**src/design/sfind_pkg.sv**
```systemverilog
// Shared types and constants for the subrecord finder.
// No dependencies; used by every module under design/.
package sfind_pkg;

	// Signature of the size carrier subrecord "XXXX"
	localparam logic [31:0] SIG_EXTENDED = 32'h5858_5858;
	// Reset target: "NAME", first character in the low byte
	localparam logic [31:0] SIG_NAME     = 32'h454D_414E;

	// Extraction modes; the unused code behaves as raw
	localparam logic [1:0] MODE_RAW    = 2'd0;
	localparam logic [1:0] MODE_WORD   = 2'd1;
	localparam logic [1:0] MODE_STRING = 2'd2;

	// Configuration register indexes
	localparam int unsigned REG_IDX_W = 1;
	localparam logic [REG_IDX_W-1:0] REG_TARGET = 1'd0;
	localparam logic [REG_IDX_W-1:0] REG_MODE   = 1'd1;

	typedef enum logic [2:0] {
		PH_HEADER = 3'd0,
		PH_SKIP   = 3'd1,
		PH_EXT    = 3'd2,
		PH_MATCH  = 3'd3,
		PH_TAIL   = 3'd4,
		PH_DONE   = 3'd5
	} phase_t;

	typedef enum logic [2:0] {
		ST_FOUND     = 3'd0,
		ST_NOT_FOUND = 3'd1,
		ST_TRUNCATED = 3'd2,
		ST_BAD_EXT   = 3'd3,
		ST_TOO_SHORT = 3'd4
	} status_t;

	// One result item
	typedef struct packed {
		logic        kind;       // 0 payload byte, 1 status
		logic [7:0]  data_byte;
		logic [31:0] word;
		status_t     status;
		logic        last;
	} res_t;

	// Results of one input byte: up to a payload byte followed by a status
	typedef struct packed {
		logic [1:0] cnt;
		res_t       a;
		res_t       b;
	} push_t;

endpackage

```
**src/design/subrecord_finder_core.sv**
```systemverilog
// Subrecord finder: scans a record body byte by byte for the target
// subrecord. A request passes the parser's input register and then the
// result queue before its first result; one byte per cycle sustained
// while the queue has room, and a byte giving two results queues both.
// Asynchronous active-low reset: target NAME, word mode, empty queue.
module subrecord_finder_core #(
	parameter int unsigned FIFO_DEPTH = 8
) (
	input  logic                            clk,
	input  logic                            arst_n,
	// Configuration write port
	input  logic                            cfg_we,
	input  logic [sfind_pkg::REG_IDX_W-1:0] cfg_index,
	input  logic [31:0]                     cfg_data,
	// Record bytes in
	input  logic                            s_axis_tvalid,
	output logic                            s_axis_tready,
	input  logic [7:0]                      s_axis_tdata,  // [7:0] record_byte
	input  logic                            s_axis_tlast,  // record_end
	// Results out
	output logic                            m_axis_tvalid,
	input  logic                            m_axis_tready,
	// [7:0] payload_byte, [39:8] found_word, [42:40] status_code, [47:43] zero
	output logic [47:0]                     m_axis_tdata,
	output logic                            m_axis_tuser,  // item_kind
	output logic                            m_axis_tlast   // last_of_run
);
	import sfind_pkg::*;

	localparam int unsigned CW = $clog2(FIFO_DEPTH + 1);

	logic [31:0]   target_q;
	logic [1:0]    mode_q;
	logic          busy;
	push_t         push;
	res_t          head;
	logic [CW-1:0] fifo_cnt;
	logic [CW:0]   need;
	logic          accept;

	// Configuration registers
	always_ff @(posedge clk or negedge arst_n) begin
		if (!arst_n) begin
			target_q <= SIG_NAME;
			mode_q   <= MODE_WORD;
		end else if (cfg_we) begin
			case (cfg_index)
				REG_TARGET: target_q <= cfg_data;
				REG_MODE:   mode_q   <= cfg_data[1:0];
				default: begin
				end
			endcase
		end
	end

	// Room for this request plus the one still in the parser
	assign need = (CW+1)'(fifo_cnt) + (busy ? (CW+1)'(2) : '0) + (CW+1)'(2);
	assign s_axis_tready = (need <= (CW+1)'(FIFO_DEPTH));
	assign accept = s_axis_tvalid & s_axis_tready;

	sfind_parser u_parser (
		.clk      (clk),
		.arst_n   (arst_n),
		.in_valid (accept),
		.in_byte  (s_axis_tdata),
		.in_end   (s_axis_tlast),
		.target   (target_q),
		.mode     (mode_q),
		.busy     (busy),
		.push     (push)
	);

	sfind_out_fifo #(
		.DEPTH (FIFO_DEPTH)
	) u_fifo (
		.clk       (clk),
		.arst_n    (arst_n),
		.push      (push),
		.out_valid (m_axis_tvalid),
		.out_ready (m_axis_tready),
		.out_item  (head),
		.count     (fifo_cnt)
	);

	assign m_axis_tdata = {5'd0, head.status, head.word, head.data_byte};
	assign m_axis_tuser = head.kind;
	assign m_axis_tlast = head.last;

	// Checks
	a_fifo_bound: assert property (@(posedge clk) disable iff (!arst_n)
		fifo_cnt <= CW'(FIFO_DEPTH))
		else $error("result queue overfilled");

	a_pair_order: assert property (@(posedge clk) disable iff (!arst_n)
		push.cnt == 2'd2 |-> (!push.a.kind && push.b.kind))
		else $error("second result of a byte is not a status");

	a_kind_last: assert property (@(posedge clk) disable iff (!arst_n)
		m_axis_tvalid |-> (m_axis_tuser == m_axis_tlast))
		else $error("status and last flag disagree");

endmodule

```
**src/design/sfind_parser.sv**
```systemverilog
// Input register and record parser: walks the subrecord headers and
// produces up to two result items per byte. Depends on sfind_pkg.
module sfind_parser (
	input  logic                 clk,
	input  logic                 arst_n,
	input  logic                 in_valid,
	input  logic [7:0]           in_byte,
	input  logic                 in_end,
	input  logic [31:0]          target,
	input  logic [1:0]           mode,
	output logic                 busy,
	output sfind_pkg::push_t     push
);
	import sfind_pkg::*;

	// Input register
	logic       valid_s1;
	logic [7:0] byte_s1;
	logic       end_s1;

	// Record state
	phase_t      phase_q, phase_n;
	logic [2:0]  hdr_cnt_q, hdr_cnt_n;
	logic [31:0] sig_q, sig_n;
	logic [15:0] size_q, size_n;
	logic        pend_q, pend_n;
	logic [31:0] ext_q, ext_n;
	logic [31:0] rem_q, rem_n;
	logic [31:0] word_q, word_n;
	logic [2:0]  emit_q, emit_n;

	// Step results
	logic        pay_v, sta_v, fin;
	status_t     sta_code;
	logic [31:0] sta_word;
	logic [31:0] hdr_size;
	res_t        pay_item, sta_item;

	always_ff @(posedge clk or negedge arst_n) begin
		if (!arst_n) begin
			valid_s1 <= 1'b0;
		end else begin
			valid_s1 <= in_valid;
		end
	end

	always_ff @(posedge clk) begin
		if (in_valid) begin
			byte_s1 <= in_byte;
			end_s1  <= in_end;
		end
	end

	assign busy = valid_s1;

	// Next record state and result items for the registered byte
	always_comb begin
		phase_n   = phase_q;
		hdr_cnt_n = hdr_cnt_q;
		sig_n     = sig_q;
		size_n    = size_q;
		pend_n    = pend_q;
		ext_n     = ext_q;
		rem_n     = rem_q;
		word_n    = word_q;
		emit_n    = emit_q;
		pay_v     = 1'b0;
		sta_v     = 1'b0;
		fin       = 1'b0;
		sta_code  = ST_FOUND;
		sta_word  = '0;
		hdr_size  = pend_q ? ext_q : {16'd0, byte_s1, size_q[15:8]};

		if (valid_s1) begin
			case (phase_q)
				PH_HEADER: begin
					if (hdr_cnt_q < 3'd4) begin
						sig_n = {byte_s1, sig_q[31:8]};
					end else begin
						size_n = {byte_s1, size_q[15:8]};
					end
					hdr_cnt_n = hdr_cnt_q + 3'd1;
					if (hdr_cnt_q == 3'd5) begin
						hdr_cnt_n = 3'd0;
						pend_n    = 1'b0;
						if (sig_q == SIG_EXTENDED) begin
							if (hdr_size != 32'd4) begin
								sta_v    = 1'b1;
								sta_code = ST_BAD_EXT;
								phase_n  = PH_DONE;
							end else begin
								phase_n = PH_EXT;
								rem_n   = 32'd4;
								ext_n   = '0;
							end
						end else if (sig_q == target) begin
							phase_n = PH_MATCH;
							rem_n   = hdr_size;
							emit_n  = 3'd0;
							word_n  = '0;
							fin     = (hdr_size == 32'd0);
						end else if (hdr_size != 32'd0) begin
							phase_n = PH_SKIP;
							rem_n   = hdr_size;
						end
					end
				end
				PH_SKIP: begin
					rem_n = rem_q - 32'd1;
					if (rem_q == 32'd1) begin
						phase_n = PH_HEADER;
					end
				end
				PH_EXT: begin
					ext_n = {byte_s1, ext_q[31:8]};
					rem_n = rem_q - 32'd1;
					if (rem_q == 32'd1) begin
						pend_n  = 1'b1;
						phase_n = PH_HEADER;
					end
				end
				PH_MATCH: begin
					rem_n = rem_q - 32'd1;
					if (mode == MODE_WORD) begin
						if (emit_q < 3'd4) begin
							word_n = {byte_s1, word_q[31:8]};
							emit_n = emit_q + 3'd1;
						end
					end else if (mode == MODE_STRING) begin
						if (byte_s1 == 8'd0) begin
							phase_n = PH_TAIL;
						end else begin
							pay_v = 1'b1;
							if (emit_q < 3'd4) begin
								emit_n = emit_q + 3'd1;
							end
						end
					end else begin
						pay_v = 1'b1;
					end
					fin = (rem_q == 32'd1);
				end
				PH_TAIL: begin
					rem_n = rem_q - 32'd1;
					fin   = (rem_q == 32'd1);
				end
				default: begin
				end
			endcase

			// Close a completed match
			if (fin) begin
				sta_v   = 1'b1;
				phase_n = PH_DONE;
				if (mode == MODE_WORD) begin
					if (emit_n >= 3'd4) begin
						sta_word = word_n;
					end else begin
						sta_code = ST_TOO_SHORT;
					end
				end else if (mode == MODE_STRING) begin
					sta_code = (emit_n != 3'd0) ? ST_FOUND : ST_TOO_SHORT;
				end
			end

			// End of record: report if still open, then start afresh
			if (end_s1) begin
				if (phase_n != PH_DONE) begin
					sta_v    = 1'b1;
					sta_word = '0;
					sta_code = (phase_n == PH_HEADER) ? ST_NOT_FOUND : ST_TRUNCATED;
				end
				phase_n   = PH_HEADER;
				hdr_cnt_n = 3'd0;
				sig_n     = '0;
				size_n    = '0;
				pend_n    = 1'b0;
				ext_n     = '0;
				rem_n     = '0;
				word_n    = '0;
				emit_n    = 3'd0;
			end
		end
	end

	// Pack results, payload byte ahead of status
	always_comb begin
		pay_item           = '0;
		pay_item.kind      = 1'b0;
		pay_item.data_byte = byte_s1;
		pay_item.status    = ST_FOUND;

		sta_item        = '0;
		sta_item.kind   = 1'b1;
		sta_item.word   = sta_word;
		sta_item.status = sta_code;
		sta_item.last   = 1'b1;

		push.a   = pay_v ? pay_item : sta_item;
		push.b   = sta_item;
		push.cnt = {1'b0, pay_v} + {1'b0, sta_v};
	end

	always_ff @(posedge clk or negedge arst_n) begin
		if (!arst_n) begin
			phase_q   <= PH_HEADER;
			hdr_cnt_q <= 3'd0;
			sig_q     <= '0;
			size_q    <= '0;
			pend_q    <= 1'b0;
			ext_q     <= '0;
			rem_q     <= '0;
			word_q    <= '0;
			emit_q    <= 3'd0;
		end else begin
			phase_q   <= phase_n;
			hdr_cnt_q <= hdr_cnt_n;
			sig_q     <= sig_n;
			size_q    <= size_n;
			pend_q    <= pend_n;
			ext_q     <= ext_n;
			rem_q     <= rem_n;
			word_q    <= word_n;
			emit_q    <= emit_n;
		end
	end

endmodule

```
**src/design/sfind_out_fifo.sv**
```systemverilog
// Result queue: takes up to two result items a cycle, hands out one when the reader is ready.
// Depends on sfind_pkg. DEPTH must be a power of two, at least 4.
module sfind_out_fifo #(
	parameter int unsigned DEPTH = 8
) (
	input  logic                          clk,
	input  logic                          arst_n,
	input  sfind_pkg::push_t              push,
	output logic                          out_valid,
	input  logic                          out_ready,
	output sfind_pkg::res_t               out_item,
	output logic [$clog2(DEPTH+1)-1:0]    count
);
	import sfind_pkg::*;

	localparam int unsigned AW = $clog2(DEPTH);
	localparam int unsigned CW = $clog2(DEPTH + 1);

	res_t          mem [DEPTH];
	logic [AW-1:0] wr_q, rd_q;
	logic [CW-1:0] cnt_q;
	logic          pop;

	assign out_valid = (cnt_q != '0);
	assign pop       = out_valid & out_ready;
	assign out_item  = mem[rd_q];
	assign count     = cnt_q;

	// Storage
	always_ff @(posedge clk) begin
		if (push.cnt != 2'd0) begin
			mem[wr_q] <= push.a;
		end
		if (push.cnt == 2'd2) begin
			mem[wr_q + AW'(1)] <= push.b;
		end
	end

	// Pointers and fill level
	always_ff @(posedge clk or negedge arst_n) begin
		if (!arst_n) begin
			wr_q  <= '0;
			rd_q  <= '0;
			cnt_q <= '0;
		end else begin
			wr_q  <= wr_q + AW'(push.cnt);
			rd_q  <= rd_q + AW'(pop);
			cnt_q <= cnt_q + CW'(push.cnt) - CW'(pop);
		end
	end

endmodule
```
**config.mk**
```make
export PLATFORM = sky130hd
export DESIGN_NAME = subrecord_finder_core
export DESIGN_NICKNAME = d
export VERILOG_FILES = /design/src/design/sfind_pkg.sv /design/src/design/subrecord_finder_core.sv /design/src/design/sfind_parser.sv /design/src/design/sfind_out_fifo.sv
export SDC_FILE = /design/constraint.sdc
export NUM_CORES = 1
export LEC_CHECK = 0
export ABC_AREA = 1
export BUFFER_PORTS_ARGS = -buffer_cell sky130_fd_sc_hd__buf_2
export CORE_MARGIN = 8
export CORE_UTILIZATION = 60
export DETAILED_ROUTE_END_ITERATION = 12
export HOLD_SLACK_MARGIN = 0.03
export PLACE_DENSITY = 0.86
export REMOVE_ABC_BUFFERS = 1
export SLEW_MARGIN = 20
export SYNTH_ARGS = -nofsm -noshare
export SYNTH_HDL_FRONTEND = slang
export SYNTH_SLANG_ARGS = --single-unit
```
**constraint.sdc**
```tcl
create_clock -name clk -period 6.55 [get_ports clk]
set_clock_uncertainty 0.2 [all_clocks]
set_input_delay 1.31 -clock clk [delete_from_list [all_inputs] [get_ports clk]]
set_output_delay 1.31 -clock clk [all_outputs]
set_load 0.02 [all_outputs]
```
==> metrics <==
Synth area leaders=edfxtp_1, dfrtp_1, nor2_1; Setup crit start kind=flop; H-tree levels=2; unique cell type count in the Yosys netlist=54; root buffer selected by CTS=clkbuf_16; Ports=99; Final GP Congestion=0.942; CTS Buf Count=55; largest net degree at the start of global routing=about 120; Max Cap Violations=0; worst min-delay path category=flop to flop; Peak VDD IR=between 0.3 and 0.4 mV; Tot GR Track Use=0.288; Static Leakage=about 13 nW; most frequent cells in the layout=nor2_1, nand2_1, inv_1; Final Setup Violations=0; Synth Instances=3059; Final min period=5.41 ns; Pwr per Cell Area=approximately 420 nW/µm²; worst hold slack=0.257 ns; Worst-path clk slew=about 0.060 ns; Post-CTS Setup Bufs=0; Final Core Density=0.670; max_slew headroom=0.244; total power=12.4 mW; Post-synth EDFFs=289; Top delay family on crit path=buffers and inverters; Max clock buf depth=3; Die Width=227 µm; Post-Synthesis Cell Area=26800 µm²; Hold Path Origin=u_fifo.mem[3][0]; Detail Placement HPWL=47.3 mm; CP startpoint=u_fifo.rd_q[0]; initial core utilization=0.607; syn avg cell area=approximately 8.8 µm²; GR Layer Usage met2=0.491; TritonRoute pass-1 iters=8; met3 usage=0.0491; R2R Path Start=u_parser.pend_q; Fmax=185 MHz; nets=3158; post-route clock period utilization=0.826; count of final hold-check violations=0; Worst-Margin Slew=1.13 ns; Clock Latency Late Sink=0.63 ns; #FFs+latches synth=about 550; Crit path required time=5.04 ns; slowest cell on the critical path=inv_4; routed via count=22400; status=finished clean; number of global-route vias before repair=22200; die area=51700 µm²; gr busiest metal=met2; commonest non-fill, non-tap cell in the layout=nor2_1; routing usage on met1=0.358; Final Max Tran Viols=0; Synth Flop Type=edfxtp_1; post-CTS sizing=0; grt total ovfl=0; critical path class=flop to output port; CTS tree=yes; RSZ-0062 raised after global routing=false; Synth-to-Final Area Change=10.4%; Core ar.=44100 µm²; async set-reset flop share out of synthesis=0.346; leading area contributor after synthesis=edfxtp_1; number of diodes=0; sequential area share after synthesis=0.557; Synth top area share=0.324; setup ws final=1.14 ns; Die Ht=227 µm; Vias/cell=6.02; WP data arrival=3.90 ns; average wire per standard cell=20.1 µm; # port buffers=93; cell row count=77; first-pass GRT wire length=118 mm; crit-path cells=inv_4 > buf_4 > o21ai_0 > o22ai_1 > nor2_1 > a31oi_1 > buf_2; yosys warns=0; Routed WL=74.8 mm; Crit path largest cell delay=~0.90 ns; DP Area=27700 µm²; DR DRC count=0; Final ANT Viol Nets=0; initial antenna violation count=0; buffer and inverter count on the worst path=3; Setup WS pre-CTS=1.40 ns; CTS Hold Bufs=0; clk sinks=around 550; Critical Path Sink Type=output port; CP Max Fanout=117; Detailed Route Iter0 Violations=2884; share of cells above drive strength 1=0.102; fin area=29600 µm²
## per-layer routing
| layer | routed length [µm] | share of wire | vias up |
|---|---|---|---|
| met5 | 0 | 0 | - |
| met4 | 3040 | 0.041 | 0 |
| met3 | 6550 | 0.088 | 220 |
| met2 | 36900 | 0.49 | 1241 |
| met1 | 28300 | 0.38 | 10700 |
| li1 | - | - | 10300 |
## cell families after synthesis
kind of cell,share of synthesized area
AOI/OAI and AO/OA,0.146
other,0.000140
muxes,0.00673
adders and majority gates,0.0104
and+or+nand+nor,0.188
buffers and inverters,0.0779
DFF,0.557
xor gates and xnor gates,0.0141
## registers in the layout, indices dropped and copies added, names as in the netlist, 4 cells and up
signal and cells:
u_parser.rem_q 32, u_fifo.mem 352, u_parser.word_q 32, u_parser.size_q 8, u_fifo.count 4, u_parser.byte_s1 8, u_parser.sig_q 32, target_q 32
u_parser.ext_q 32
## cells in the mapped netlist (4+ instances only)
| cell | count |
|---|---|
| o22ai_1 | 177 |
| buf_1 | 10 |
| a221oi_1 | 8 |
| dfxtp_1 | 72 |
| o21ai_0 | 302 |
| o211ai_1 | 5 |
| inv_1 | 344 |
| xor2_1 | 21 |
| dfstp_2 | 14 |
| buf_2 | 32 |
| a22oi_1 | 4 |
| o21ai_1 | 10 |
| dfrtp_1 | 177 |
| edfxtp_1 | 289 |
| clkbuf_1 | 104 |
| buf_6 | 4 |
| nand3_2 | 4 |
| nand4_1 | 8 |
| nor3_1 | 11 |
| clkinv_1 | 6 |
| nand2_1 | 371 |
| nand2_4 | 30 |
| xnor2_1 | 22 |
| ha_1 | 19 |
| buf_4 | 6 |
| o31ai_1 | 4 |
| mux2_2 | 16 |
| a32oi_1 | 4 |
| inv_2 | 9 |
| nand3_1 | 80 |
| a31oi_1 | 47 |
| a22oi_2 | 8 |
| a21oi_1 | 104 |
| a32o_1 | 4 |
| nor2_1 | 702 |
## worst paths after layout
kind / cells after the start / endpoint / slack (ns)
worst max-delay path: 7 / m_axis_tdata[25] / 1.14
worst min-delay path: 2 / u_fifo.mem[3][0] / 0.26
worst max register to register: 19 / u_fifo.mem[3][30] / 1.28
worst min register to register: 2 / u_fifo.mem[3][0] / 0.26
max in group asynchronous: 2 / u_parser.ext_q[2] / 4.24
min in group asynchronous: 1 / target_q[12] / 0.57
## worst min-delay path: cells and delay by family, from the launching register on
kind	cells	cell delay [ns]
flip-flops	1	0.30
AND/OR/NAND/NOR	2	0.11
## where the power goes
| group | internal (mW) | total [mW] | switching (mW) |
|---|---|---|---|
| sequential | 4.19 | 4.63 | 0.433 |
| clock | 1.88 | 3.25 | 1.38 |
| combinational | 1.35 | 4.50 | 3.16 |
## per-stage QoR
stage / TNS, ns / std cells
global route: 0 / 3729
detailed placement: 0 / 3624
CTS: 0 / 3728
finish: 0 / 3729
floorplan: -68.56 / 2904
global placement: 0 / 3624
## cell type report
| type | instances | area, µm² |
|---|---|---|
| multi-input cells | 1993 | 9910 |
| repair buffers | 129 | 757 |
| flip-flops and latches | 552 | 14900 |
| clock buffers | 81 | 1610 |
| clock inverters | 23 | 269 |
| fillers | 3393 | 14600 |
| well taps | 592 | 741 |
| inverters | 359 | 1350 |
No activity file was read; power rests on OpenSTA's default activity.
